File: src/design/salc_pkg.sv
// ----------------------------------------------------------------------------
// salc_pkg - shared definitions for the LRU cache tag store
// Sizes, access and register codes, command struct and small helpers.
// ----------------------------------------------------------------------------
package salc_pkg;

	localparam int MAX_SETS  = 64;
	localparam int MAX_WAYS  = 8;
	localparam int ADDR_BITS = 64;

	localparam int SET_W     = $clog2(MAX_SETS);
	localparam int WAY_W     = $clog2(MAX_WAYS);
	localparam int WAYCNT_W  = 4;
	localparam int RANK_W    = WAY_W;
	localparam int TOTAL_W   = 32;
	localparam int KIND_W    = 2;
	localparam int HITS_W    = 2;
	localparam int SBITS_W   = 3;
	localparam int BBITS_W   = 5;
	localparam int CFG_IDX_W = 2;
	localparam int CFG_DAT_W = 5;

	localparam logic [RANK_W-1:0] RANK_MAX = RANK_W'(MAX_WAYS - 1);

	localparam logic [KIND_W-1:0] KIND_IFETCH = 2'd0;
	localparam logic [KIND_W-1:0] KIND_LOAD   = 2'd1;
	localparam logic [KIND_W-1:0] KIND_STORE  = 2'd2;
	localparam logic [KIND_W-1:0] KIND_MODIFY = 2'd3;

	localparam logic [CFG_IDX_W-1:0] CFG_SET_BITS   = 2'd0;
	localparam logic [CFG_IDX_W-1:0] CFG_BLOCK_BITS = 2'd1;
	localparam logic [CFG_IDX_W-1:0] CFG_WAYS       = 2'd2;

	typedef logic [ADDR_BITS-1:0] tag_t;
	typedef logic [RANK_W-1:0]    rank_t;

	typedef struct packed {
		logic clear;   // reset pass, zero one valid row
		logic capture; // item taken, start the set read
		logic commit;  // lookup done, write back and load result
	} salc_cmd_t;

	// set bit count clamped to what fits the set array
	function automatic logic [SBITS_W-1:0] eff_set_bits(input logic [SBITS_W-1:0] s);
		if (s > SBITS_W'(SET_W))
			return SBITS_W'(SET_W);
		return s;
	endfunction

	function automatic logic [WAYCNT_W-1:0] eff_ways(input logic [WAYCNT_W-1:0] w);
		if (w == '0)
			return WAYCNT_W'(1);
		if (w > WAYCNT_W'(MAX_WAYS))
			return WAYCNT_W'(MAX_WAYS);
		return w;
	endfunction

	function automatic logic [TOTAL_W-1:0] sat_add(input logic [TOTAL_W-1:0] a,
			input logic [HITS_W-1:0] b);
		logic [TOTAL_W:0] s;
		s = {1'b0, a} + (TOTAL_W+1)'(b);
		if (s[TOTAL_W])
			return '1;
		return s[TOTAL_W-1:0];
	endfunction

endpackage

File: src/design/salc_ctrl.sv
// ----------------------------------------------------------------------------
// salc_ctrl - sequencing controller
// Three-state FSM: clear the valid rows after reset, then per item take it
// and read its set, then look up and write back. Owns the result valid flag.
// ----------------------------------------------------------------------------
module salc_ctrl (
	input  logic                  clk,
	input  logic                  arst_n,
	input  logic                  in_valid,
	output logic                  in_ready,
	output logic                  out_valid,
	input  logic                  out_ready,
	input  logic                  clr_last,
	output salc_pkg::salc_cmd_t   cmd
);

	localparam logic [1:0] ST_CLEAR = 2'd0;
	localparam logic [1:0] ST_IDLE  = 2'd1;
	localparam logic [1:0] ST_LOOK  = 2'd2;

	logic [1:0] state_q;
	logic       out_valid_q;

	assign in_ready    = (state_q == ST_IDLE);
	assign cmd.clear   = (state_q == ST_CLEAR);
	assign cmd.capture = in_valid && in_ready;
	// result register frees up in the same cycle it is drained
	assign cmd.commit  = (state_q == ST_LOOK) && (!out_valid_q || out_ready);
	assign out_valid   = out_valid_q;

	always_ff @(posedge clk or negedge arst_n) begin
		if (!arst_n) begin
			state_q     <= ST_CLEAR;
			out_valid_q <= 1'b0;
		end else begin
			unique case (state_q)
				ST_CLEAR: begin
					if (clr_last)
						state_q <= ST_IDLE;
				end
				ST_IDLE: begin
					if (cmd.capture)
						state_q <= ST_LOOK;
				end
				ST_LOOK: begin
					if (cmd.commit)
						state_q <= ST_IDLE;
				end
				default: state_q <= ST_IDLE;
			endcase

			if (cmd.commit)
				out_valid_q <= 1'b1;
			else if (out_ready)
				out_valid_q <= 1'b0;
		end
	end

endmodule

File: config.mk
export PLATFORM = sky130hd
export DESIGN_NAME = salc_ctrl
export DESIGN_NICKNAME = d
export VERILOG_FILES = /design/src/design/salc_pkg.sv /design/src/design/salc_ctrl.sv
export SDC_FILE = /design/constraint.sdc
export NUM_CORES = 1
export LEC_CHECK = 0
export BUFFER_PORTS_ARGS = -buffer_cell sky130_fd_sc_hd__clkbuf_2
export CAP_MARGIN = 20
export CORE_AREA = 4 4 41 43
export DETAILED_ROUTE_END_ITERATION = 8
export DIE_AREA = 0 0 45 47
export GPL_TIMING_DRIVEN = 0
export SYNTH_ARGS = -nofsm -noshare
export SYNTH_HDL_FRONTEND = slang
export SYNTH_SLANG_ARGS = --single-unit
File: constraint.sdc
create_clock -name clk -period 1 [get_ports clk]
set_input_delay 0.1 -clock clk [delete_from_list [all_inputs] [get_ports clk]]
set_output_delay 0.1 -clock clk [all_outputs]
set_load 0.05 [all_outputs]
* Word level (Yosys, flattened, before mapping)
Cells that the tools add are included.
Widths: inputs -> output; s select.
** Operators by class
- Equal/unequal tests :: 5
- Reductions and logical operators :: 7
- Multiplexer cells :: 6
** Operators with widths (number)
- $mux 2 :: 3
- $pmux 2 s3 :: 1
- $ne 2x2->1 const B :: 2
- $reduce_and 3->1 :: 1
- $eq 2x1->1 const B :: 1
- $eq 2x2->1 const B :: 1
- $logic_and 1x1->1 :: 2
- $logic_not 2->1 :: 1
- $mux 1 :: 2
- $ne 2x1->1 const B :: 1
- $reduce_bool 2->1 :: 1
- $logic_not 1->1 :: 1
- $logic_or 1x1->1 :: 1
** Word-level totals
- Bits of input ports :: 5
- Output and inout port bits :: 5
- Flip-flop bits (word level) :: 3

* Longest topological paths before layout
Gate-level depths: netlist of run 1.
- Depth after elaboration :: 5
- Mapped depth :: 2
- Mapped depth without buffers :: 2

* Worst setup path before layout of run 1
Ideal clock, no wire load.
- Path type :: reg-to-output
- Start point :: register state_q[0]
- End point :: output port cmd[0] (netlist name)
- Cell stages (with the launch flop) :: 3
- Data required time :: 0.900 ns
- Setup slack :: -0.557 ns
- Arrival time :: 1.457 ns
- Path through :: dfrtp_1 or2b_2 a21oi_1
** RTL lines
- start: declaration :: line salc_ctrl.sv:21 : logic [1:0] state_q;
- start signal: assignment :: line salc_ctrl.sv:33 : state_q <= ST_CLEAR;
- start signal: assignment :: line salc_ctrl.sv:39 : state_q <= ST_IDLE;
- start signal: assignment :: line salc_ctrl.sv:43 : state_q <= ST_LOOK;
- end: declaration :: line salc_ctrl.sv:14 : output salc_pkg::salc_cmd_t cmd

==> summary.txt, run 1 <==
Outcome
  – Status: complete, but fails checks
  – Failing checks: negative setup slack

Flow run
  – Max Cap Viol: 0

Cells and area
  – Nets: 40
  – Fillcell total: 149
  – Area Overhead vs Synth: 153.7%
  – Share of post-route cells with drive strength above 1: 0.7353
  – Diode count: 0

Logic synthesis
  – Adder-Cell Fraction of Synth Area: 0
  – Synth cell count leaders: 3 x dfrtp_1, 2 x inv_1, 2 x nor3_1
  – Most frequent cell after synthesis: dfrtp_1
  – EDFF count, synth: 0
  – Synth Area in XOR/XNOR: 0
  – Main combinational cell family by area after synthesis: simple AND/OR/NAND/NOR gates
  – Distinct cells, synth: 11
  – Syn Inst Count: 15
  – Synthesized area per cell: 10.09 sq um
  – Multiplexer share of the synthesized area: 0
  – Compound-Gate Fraction of Synth Area: 0.06612
  – Synth Register Bits: 3
  – Post-Syn Area: between 150 and 200 sq um
  – Count of warnings emitted by yosys: 0
  – Synth top area share: 0.4959
  – Top FF cell, synth: dfrtp_1
  – Dominant cell type by area after synthesis: dfrtp_1
  – Post-synthesis async set-or-reset flop share: 1.000
  – Sequential area share after synthesis: 0.4959
  – Simple-Gate Fraction of Synth Area: 0.3884
  – Synth Net Count: 20
  – Largest cells by area after synthesis: dfrtp_1 50%, and4bb_2 8.3%, nor3_1 6.6%, and2b_2 5.8%, and3b_1 5.8%

Worst setup path
  – Critical path peak fanout: 3
  – CP arrival: roughly 1.2 ns
  – CP endpoint kind: output port
  – CP top delay family: flip-flops
  – Required time worst endpoint: about 0.90 ns
  – CP bufs+invs: 1
  – Worst-path cell with the longest stage delay: dfrtp_1
  – Crit Path Class: reg2out
  – Startpoint Class: flip-flop
  – Critical path cell sequence: or2b_4 -> a21oi_4 -> buf_8
  – Reg2Reg Setup Slack: -0.19 ns
  – CP peak stage delay: 0.39 ns

Placed design
  – Setup WS pre-CTS: -0.2489 ns
  – GP Congestion: 0.5536
  – Buffers on Ports: 9

Routing
  – Initial DRC count: 3
  – Via/cell ratio: 3.633
  – Drt total wl: 600 um
  – Antenna viol nets, final: 0
  – DR vias: between 150 and 200
  – WL/cell: around 12 um
  – First drt pass iteration count: 2
  – DRC viols: 0

Clocking
  – Root Buffer: clkbuf_4
  – Clock buffer count from CTS: 3
  – CTS clk-pin slew, worst paths: 0.04 ns
  – Clock latency on the worst-skew pair: 0.24 ns
  – Clock Tree Buf Depth: 2
  – H-Tree Depth: 1
  – Clock sinks: 3
  – CTS tree: yes

Timing
  – Unrepaired setup endpoints after global routing: yes
  – Final worst slack: -0.2735 ns
  – Final setup fails: 6
  – Slew HR: 0.7657
  – Post-route clock period utilization: 1.273
  – Final Max Tran Viols: 0
  – Min Tclk post-route: 1.273 ns
  – Hold Fails Final Rpt: 0
  – Max Clock Skew: 0.01086 ns
  – Max Fclk: slightly below 800 MHz
  – Hold WS: around 0.11 ns
  – Worst-Margin Slew: around 0.35 ns

Global routing
  – Grt ovf: 0
  – First-pass GRT wire length: 945 um
  – Initial antenna violation count: 0
  – Number of global-route vias before repair: 219
  – Largest net degree at the start of global routing: 6
  – GRT Total Usage: 0.07126

Min path
  – Hold Path Class: in2reg

Floorplan
  – Die Ht: ~47 um
  – Row cnt: 13
  – DIE AREA: 2115 sq um
  – Initial core utilization: 0.1163
  – Die X: 45 um
  – I/O pins: 10
  – Core area: 1301 sq um

Pwr
  – Max rail drop VDD: 0.8402 mV
  – Pwr Density: 3720 nW/um^2
  – Lkg Pwr: 0.1795 nW
## routing by layer
metal / GRT usage / share of wire / up-vias
li1: - / - / 88
met1: 0.06178 / 0.35 / 84
met2: 0.1102 / 0.57 / 6
met3: 0.04598 / 0.083 / 0
met4: 0.07018 / 0 / 0
met5: 0 / 0 / -
## layout make-up
class / count / area, sq um / area share
clock buffer: 4 / 26.28 / 0.06840
inverter: 2 / 7.507 / 0.01954
multi-input combinational: 10 / 102.6 / 0.2671
sequential: 3 / 76.32 / 0.1987
tap: 15 / 18.77 / 0.04886
timing repair buffer: 15 / 152.6 / 0.3974
## what timing repair did
item / 4_1_cts / 5_1_grt
endpoints found under the setup margin: 6 / 7
hold buffers: 1 / 0
setup buffers: 4 / 2
hold endpoints to repair: 3 / 0
pin swaps: 2 / 1
resized for setup: 14 / 6
## logic make-up (layout without fill, tap and decap cells)
group / after synthesis / count (layout)
AOI/OAI and AO/OA: 2 / 2
DFF: 3 / 3
buffers and inverters: 2 / 21
and+or+nand+nor: 8 / 8
## power by group
| part | switching, W | internal (W) | leakage (nW) |
|---|---|---|---|
| sequential | 0.0000603 | 0.000177 | 0.0356 |
| clock | 0.0000692 | 0.000150 | 0.0150 |
| combinational | 0.000509 | 0.000464 | 0.129 |
## through the flow
step | setup TNS, ns | instances | cell area [sq um] | util | total power, W
floorplan | -0.2649 | 15 | 167.7 | - | 0.0006739
global placement | -0.2848 | 39 | 231.5 | 0.1779 | 0.0007838
detailed placement | -0.3332 | 39 | 231.5 | 0.1779 | 0.0007942
CTS | -1.180 | 48 | 361.6 | 0.2779 | 0.001308
global route | -1.509 | 49 | 384.1 | 0.2952 | 0.001509
finish | -1.171 | 49 | 384.1 | 0.2952 | 0.001429
## sequential cells by signal, indices dropped and copies added (netlist names)
register / flops
state_q: 2
out_valid: 1
## worst paths after layout
check / depth (start not counted) / startpoint / endpoint
min in group asynchronous: 2 / arst_n / out_valid
hold / removal: 2 / out_ready / out_valid
max in group asynchronous: 2 / arst_n / state_q[1]
setup reg to reg: 4 / state_q[0] / state_q[1]
hold reg to reg: 2 / out_valid / out_valid
setup / recovery: 3 / state_q[0] / cmd[0]
## layout by cell type (no fill, tap or decap), drive strengths merged
master	instances
a21oi	1
and2b	1
and3b	1
and4bb	1
buf	9
clkbuf	9
dfrtp	3
dlygate4sd3	1
inv	2
nor2	1
nor3	2
o21ai	1
or2	1
or2b	1
No activity file was read; power rests on OpenSTA's default activity.
==> inputs of run 2 (changes only) <==
--- a/config.mk
+++ b/config.mk
@@ -7,10 +7,14 @@
 export LEC_CHECK = 0
 export BUFFER_PORTS_ARGS = -buffer_cell sky130_fd_sc_hd__clkbuf_2
 export CAP_MARGIN = 20
+export CELL_PAD_IN_SITES_DETAIL_PLACEMENT = 1
+export CELL_PAD_IN_SITES_GLOBAL_PLACEMENT = 2
 export CORE_AREA = 4 4 41 43
 export DETAILED_ROUTE_END_ITERATION = 8
 export DIE_AREA = 0 0 45 47
 export GPL_TIMING_DRIVEN = 0
+export PLACE_DENSITY_LB_ADDON = 0.1
+export RECOVER_POWER = 50
 export SYNTH_ARGS = -nofsm -noshare
 export SYNTH_HDL_FRONTEND = slang
 export SYNTH_SLANG_ARGS = --single-unit
==> constraint.sdc (replaced) <==
create_clock -name clk -period 1.08 [get_ports clk]
set_input_delay 0.108 -clock clk [delete_from_list [all_inputs] [get_ports clk]]
set_output_delay 0.108 -clock clk [all_outputs]
set_load 0.05 [all_outputs]
==> run 2 against run 1 <==
  * The flow still finishes with violations (negative setup slack)
  * Register-to-register slack improved by 0.10 ns
  * Core utilization decreased by 1.1 points
  * Critical endpoint unchanged
  * Largest cell class unchanged
  * Largest power group unchanged
  * Flip-flop and latch count unchanged
  * Via count decreased by 3.4%
==> summary.txt, run 2 (synthesis results as in run 1) <==
Outcome
  – Status: complete, but fails checks
  – Failing checks: negative setup slack

Worst setup path
  – R2r endpoint: state_q[1]
  – FF-to-FF Start: state_q[0]
  – CP endpoint kind: output port
  – CP arrival: 1.20 ns (+0.03 ns)
  – Worst r2r path cells: 4 (unchanged)
  – CP Launch Point: state_q[1]
  – Reg2Reg Setup Slack: -0.09 ns (+0.10 ns)
  – Startpoint Class: flip-flop
  – Worst setup path endpoint: cmd[0]
  – Crit Path Class: reg2out
  – Critical path peak fanout: 5 (+2)
  – Required time worst endpoint: 0.97 ns (+0.07 ns)

Floorplan
  – Die X: 45 um (unchanged)
  – Initial core utilization: 0.1163 (unchanged)
  – Core area: 1301 sq um (unchanged)
  – I/O pins: 10 (unchanged)
  – DIE AREA: 2115 sq um (unchanged)
  – Die Ht: 47 um (unchanged)
  – Row cnt: 13 (unchanged)

Cells and area
  – Nets: 39 (-2.5%)
  – Most frequent cells in the layout: 4 x clkbuf_2, 3 x clkbuf_4, 3 x buf_8, 3 x buf_6
  – Share of post-route cells with drive strength above 1: 0.6970 (-0.03832)
  – Commonest non-fill, non-tap cell in the layout: clkbuf_2
  – Register area: 76.32 sq um (unchanged)
  – Fillcell total: 153 (+2.7%)
  – Multi-input gate area: 96.34 sq um (-6.1%)
  – Max reg flops: 2 (unchanged)
  – Diode count: 0 (unchanged)
  – Largest Register: state_q
  – Area Overhead vs Synth: 144.6%

Routing
  – DR vias: 172 (-3.4%)
  – WL/cell: 10.17 um (-17%)
  – First drt pass iteration count: 1 (-1)
  – DRC viols: 0 (unchanged)
  – Initial DRC count: 0 (-3)
  – Antenna viol nets, final: 0 (unchanged)
  – Via/cell ratio: 3.583 (-1.4%)
  – Drt total wl: 488 um (-19%)

Clocking
  – CTS tree: yes
  – Clock latency on the worst-skew pair: 0.23 ns (about the same)
  – Clock Tree Buf Depth: 2 (unchanged)
  – CTS clk-pin slew, worst paths: 0.04 ns (about the same)
  – H-Tree Depth: 1 (unchanged)
  – Root Buffer: clkbuf_4
  – Clock buffer count from CTS: 3 (unchanged)
  – Clock sinks: 3 (unchanged)

Pwr
  – Lkg Pwr: 0.1698 nW (-5.4%)
  – Pwr Total: 0.001266 W (-11%)
  – Max rail drop VDD: 0.9901 mV (+18%)
  – Pwr Density: 3419 nW/um^2 (-8.1%)

Placed design
  – Buffers on Ports: 9 (unchanged)
  – GP Congestion: 0.6266 (+13%)

Timing
  – Min Tclk post-route: 1.306 ns
  – Unrepaired setup endpoints after global routing: yes
  – Final setup fails: 5 (-1)
  – Post-route clock period utilization: 1.209
  – Max Fclk: 765.6 MHz
  – Hold WS: 0.1261 ns (+0.01442 ns)
  – Final worst slack: -0.2262 ns (+0.04731 ns)
  – Final Max Tran Viols: 0 (unchanged)
  – Max Clock Skew: 0.0002283 ns (-0.01063 ns)
  – Slew HR: 0.8166 (+0.05087)
  – Hold Fails Final Rpt: 0 (unchanged)
  – Setup_tns: -0.7224 ns (+0.4485 ns)
  – Worst-Margin Slew: 0.2763 ns (-0.07245 ns)

Global routing
  – Largest net degree at the start of global routing: 6 (unchanged)
  – First-pass GRT wire length: 786 um (-17%)
  – Initial antenna violation count: 0 (unchanged)
  – GRT Total Usage: 0.05771 (-0.01355)
  – Number of global-route vias before repair: 218 (-0.46%)
  – Grt ovf: 0 (unchanged)

Min path
  – Hold Path Class: in2reg
  – Worst hold path depth: 2 (unchanged)

Flow run
  – Max Cap Viol: 0 (unchanged)
==> run 2: cell count changes in the layout (fill, tap and decap cells not counted), sizes merged <==
cell / before / now
buf: 9 / 7
clkbuf: 9 / 10
==> run 2: worst min-delay path by stage <==
| stage | from | endpoint | slack (ns) |
|---|---|---|---|
| 4_1_cts | out_ready | out_valid | 0.14 |
| 3_5_place_dp | arst_n | state_q[0] | -0.09 |
| 3_3_place_gp | arst_n | state_q[1] | -0.1 |
| 6_report | out_ready | out_valid | 0.13 |
| 5_1_grt | out_ready | out_valid | 0.15 |
| 2_1_floorplan | arst_n | out_valid | -0.19 |
==> run 2: through the flow <==
stage | instances | utilization | cell area (sq um) | setup WS [ns]
after floorplan | 15 | - | 167.7 | -0.06517
after global routing | 48 | 0.2846 | 370.4 | -0.2775
after detailed placement | 39 | 0.1779 | 231.5 | -0.1780
after CTS | 48 | 0.2760 | 359.1 | -0.2494
final | 48 | 0.2846 | 370.4 | -0.2262
after global placement | 39 | 0.1779 | 231.5 | -0.1711
==> run 2: cell type report <==
| cell class | count | area share |
|---|---|---|
| Sequential cell | 3 | 0.2061 |
| Clock buffer | 4 | 0.07095 |
| Inverter | 2 | 0.02027 |
| Multi-Input combinational cell | 10 | 0.2601 |
| Timing Repair Buffer | 14 | 0.3919 |
| Tap cell | 15 | 0.05068 |
==> run 2: where the power goes <==
group / switching [W] / total [W] / leakage (nW) / internal, W
Combinational: 0.000451 / 0.000854 / 0.119 / 0.000403
Clock: 0.0000563 / 0.000195 / 0.0150 / 0.000138
Sequential: 0.0000539 / 0.000218 / 0.0356 / 0.000164
Total: 0.000561 / 0.00127 / 0.170 / 0.000705
==> run 2: worst max-delay path: stages (launching register included) <==
cell and delay, ns:
dfrtp_1 0.39, or2b_4 0.30, a21oi_4 0.12, buf_8 0.16
==> run 2: metal layers <==
metal	vias to the layer above	track usage	share of wire
met2	5	0.08757	0.57
li1	85	-	-
met4	0	0.1053	0
met5	-	0	0
met1	82	0.05011	0.35
met3	0	0.007663	0.076
==> run 2: timing repair <==
| action | in CTS | in global routing |
|---|---|---|
| setup endpoints to repair | 4 | 6 |
| gates resized for setup | 13 | 5 |
| pin swaps | 3 | 0 |
| hold endpoints to repair | 3 | 0 |
| setup buffers | 4 | 0 |
| hold buffers | 1 | 0 |
==> inputs of run 3 (changes only) <==
--- a/config.mk
+++ b/config.mk
@@ -5,6 +5,7 @@
 export SDC_FILE = /design/constraint.sdc
 export NUM_CORES = 1
 export LEC_CHECK = 0
+export ABC_AREA = 1
 export BUFFER_PORTS_ARGS = -buffer_cell sky130_fd_sc_hd__clkbuf_2
 export CAP_MARGIN = 20
 export CELL_PAD_IN_SITES_DETAIL_PLACEMENT = 1
==> run 3 against run 2 <==
  * Core utilization down 1.9 points
  * Clock power down 4%
  * The run still ends with negative setup slack left
  * Wire length down 9.0%
  * Largest cell class unchanged
==> summary.txt, run 3 <==
Timing
  – Hold WS: 0.1209 ns (-0.005195 ns)
  – Max Fclk: 857.0 MHz (+12%)
  – Hold Fails Final Rpt: 0 (unchanged)
  – Final setup fails: 4 (-1)
  – Final Max Tran Viols: 0 (unchanged)
  – Min Tclk post-route: 1.167 ns (-0.1393 ns)
  – Unrepaired setup endpoints after global routing: yes
  – Post-route clock period utilization: 1.080 (-0.1290)
  – Final worst slack: -0.08684 ns (+0.1393 ns)
  – Slew HR: 0.8170 (about the same)
  – Max Clock Skew: 0.002248 ns (+0.002020 ns)
  – Setup_tns: -0.2692 ns (+0.4533 ns)
  – Worst-Margin Slew: 0.2757 ns (-0.0006059 ns)

Cells and area
  – Multi-input gate area: 95.09 sq um (-1.3%)
  – Diode count: 0 (unchanged)
  – Area Overhead vs Synth: 122.6%
  – Share of post-route cells with drive strength above 1: 0.6216 (-0.07535)
  – Most frequent cells in the layout: 4 x nor2_4, 4 x clkbuf_2, 4 x buf_8
  – Post-route cell area: 345.3 sq um (-6.8%)
  – Nets: 43 (+10%)
  – Largest Register: state_q
  – Fillcell total: 166 (+8.5%)
  – Fin cells: 52 (+8.3%)
  – Max reg flops: 2 (unchanged)
  – Register area: 77.57 sq um (+1.6%)

Placed design
  – Buffers on Ports: 9 (unchanged)
  – Cells after DPL: 46 (+18%)
  – GP Congestion: 0.5684 (-9.3%)
  – Post-DP HPWL: 369.1 um
  – Placed inst area: 244.0 sq um (+5.4%)

Clocking
  – CTS clk-pin slew, worst paths: 0.04 ns (about the same)
  – Clock buffer count from CTS: 3 (unchanged)
  – Clock sinks: 3 (unchanged)
  – Root Buffer: clkbuf_4
  – H-Tree Depth: 1 (unchanged)
  – CTS tree: yes
  – Clock latency on the worst-skew pair: 0.22 ns (about the same)
  – Clock Tree Buf Depth: 2 (unchanged)

Global routing
  – Largest net degree at the start of global routing: 5 (-1)
  – First-pass GRT wire length: 814 um (+3.6%)
  – Number of global-route vias before repair: 202 (-7.3%)
  – Initial antenna violation count: 0 (unchanged)
  – GRT Total Usage: 0.05455 (-0.003162)
  – Grt ovf: 0 (unchanged)

Routing
  – WL/cell: 8.538 um (-16%)
  – DR vias: 180 (+4.7%)
  – DRC viols: 0 (unchanged)
  – Via/cell ratio: 3.462 (-3.4%)
  – Drt total wl: 444 um (-9.0%)
  – Antenna viol nets, final: 0 (unchanged)
  – First drt pass iteration count: 1 (unchanged)
  – Initial DRC count: 0 (unchanged)

Floorplan
  – Row cnt: 13 (unchanged)
  – Die X: 45 um (unchanged)
  – DIE AREA: 2115 sq um (unchanged)
  – Core area: 1301 sq um (unchanged)
  – I/O pins: 10 (unchanged)
  – Die Ht: 47 um (unchanged)
  – Initial core utilization: 0.1192 (+0.002885)

Logic synthesis
  – Syn Inst Count: 22 (+7)
  – Top FF cell, synth: dfrtp_1
  – Dominant cell type by area after synthesis: dfrtp_1
  – Synth cell count leaders: 6 x inv_1, 6 x nor2_1, 3 x dfrtp_1, 3 x nand2_1, 2 x o21ai_0
  – Distinct cells, synth: 7 (-4)
  – Synth Register Bits: 3 (unchanged)
  – Count of warnings emitted by yosys: 0 (unchanged)
  – Synth Net Count: 27 (+35%)
  – Synthesized area per cell: 7.052 sq um (-30%)
  – EDFF count, synth: 0 (unchanged)
  – Synth top area share: 0.4839 (-0.01200)
  – Post-synthesis async set-or-reset flop share: 1.000 (unchanged)
  – Post-Syn Area: 155.1 sq um (+2.5%)
  – Sequential area share after synthesis: 0.4839 (-0.01200)
  – Largest cells by area after synthesis: dfrtp_1 48%, inv_1 15%, nor2_1 15%, nand2_1 7.3%, o21ai_0 6.5%

Outcome
  – Status: complete, but fails checks
  – Failing checks: negative setup slack

Worst setup path
  – Startpoint Class: flip-flop
  – CP endpoint kind: output port
  – Required time worst endpoint: 0.97 ns (about the same)
  – CP arrival: 1.06 ns (-0.14 ns)
  – Crit Path Class: reg2out
  – Critical path peak fanout: 3 (-2)

Pwr
  – Pwr Density: 3519 nW/um^2 (+2.9%)
  – Max rail drop VDD: 1.132 mV (+14%)
  – Lkg Pwr: 0.1594 nW (-6.1%)

Min path
  – Hold Path Class: in2reg

Flow run
  – Max Cap Viol: 0 (unchanged)
[run 3: layer usage]
layer,GRT usage,up-vias,wire length [um]
met1,0.06150,80,182
met2,0.07627,7,215
met5,0,-,0
met4,0.05263,0,0
met3,0.02299,0,46
li1,-,93,-
[run 3: repair_timing]
item,4_1_cts,5_1_grt
hold buffers,1,0
buffers inserted,1,0
hold endpoints to repair,3,0
endpoints found under the setup margin,4,4
resized for setup,8,11
pin swaps,1,2
[run 3: worst paths after layout]
path | from | to | slack, ns | cells after the start
max in group asynchronous | arst_n | state_q[0] | 0.70 | 2
setup / recovery | state_q[0] | cmd[0] | -0.09 | 4
setup reg to reg | state_q[1] | state_q[0] | 0.13 | 5
hold reg to reg | out_valid | out_valid | 0.60 | 2
hold / removal | out_ready | out_valid | 0.12 | 2
min in group asynchronous | arst_n | state_q[1] | 0.22 | 2
[run 3: report_power, final]
group	total, W	switching, W	leakage [nW]	internal (W)
Clock	0.000187	0.0000490	0.0150	0.000138
Combinational	0.000801	0.000508	0.109	0.000294
Sequential	0.000227	0.0000585	0.0351	0.000169
[run 3: worst max-delay path: stages, from the launching register on]
cell     delay (ns)
dfrtp_2        0.45
nor2_4         0.11
inv_2          0.05
nor2_4         0.08
buf_8          0.15
[run 3: metrics by stage]
step	power (W)	setup WS (ns)	utilization
final	0.001215	-0.08684	0.2654
after global routing	0.001297	-0.1419	0.2654
after CTS	0.001134	-0.1733	0.2481
after detailed placement	0.0008066	-0.04454	0.1875
after global placement	0.0008066	-0.04782	0.1875
after floorplan	0.0006866	-0.009268	-
[run 3: cell type report]
cell class / count / area share
clock buffer: 4 / 0.07609
inverter: 6 / 0.07609
multi-input combinational: 13 / 0.2754
sequential: 3 / 0.2246
tap: 15 / 0.05435
timing repair buffer: 11 / 0.2935
[run 3: kinds of logic (layout without fill, tap and decap cells)]
kind of cell / count (synthesis) / in the layout / share of synthesized area
AOI/OAI and AO/OA: 3 / 3 / 0.1129
DFF: 3 / 3 / 0.4839
and+or+nand+nor: 10 / 10 / 0.2581
buffers and inverters: 6 / 21 / 0.1452
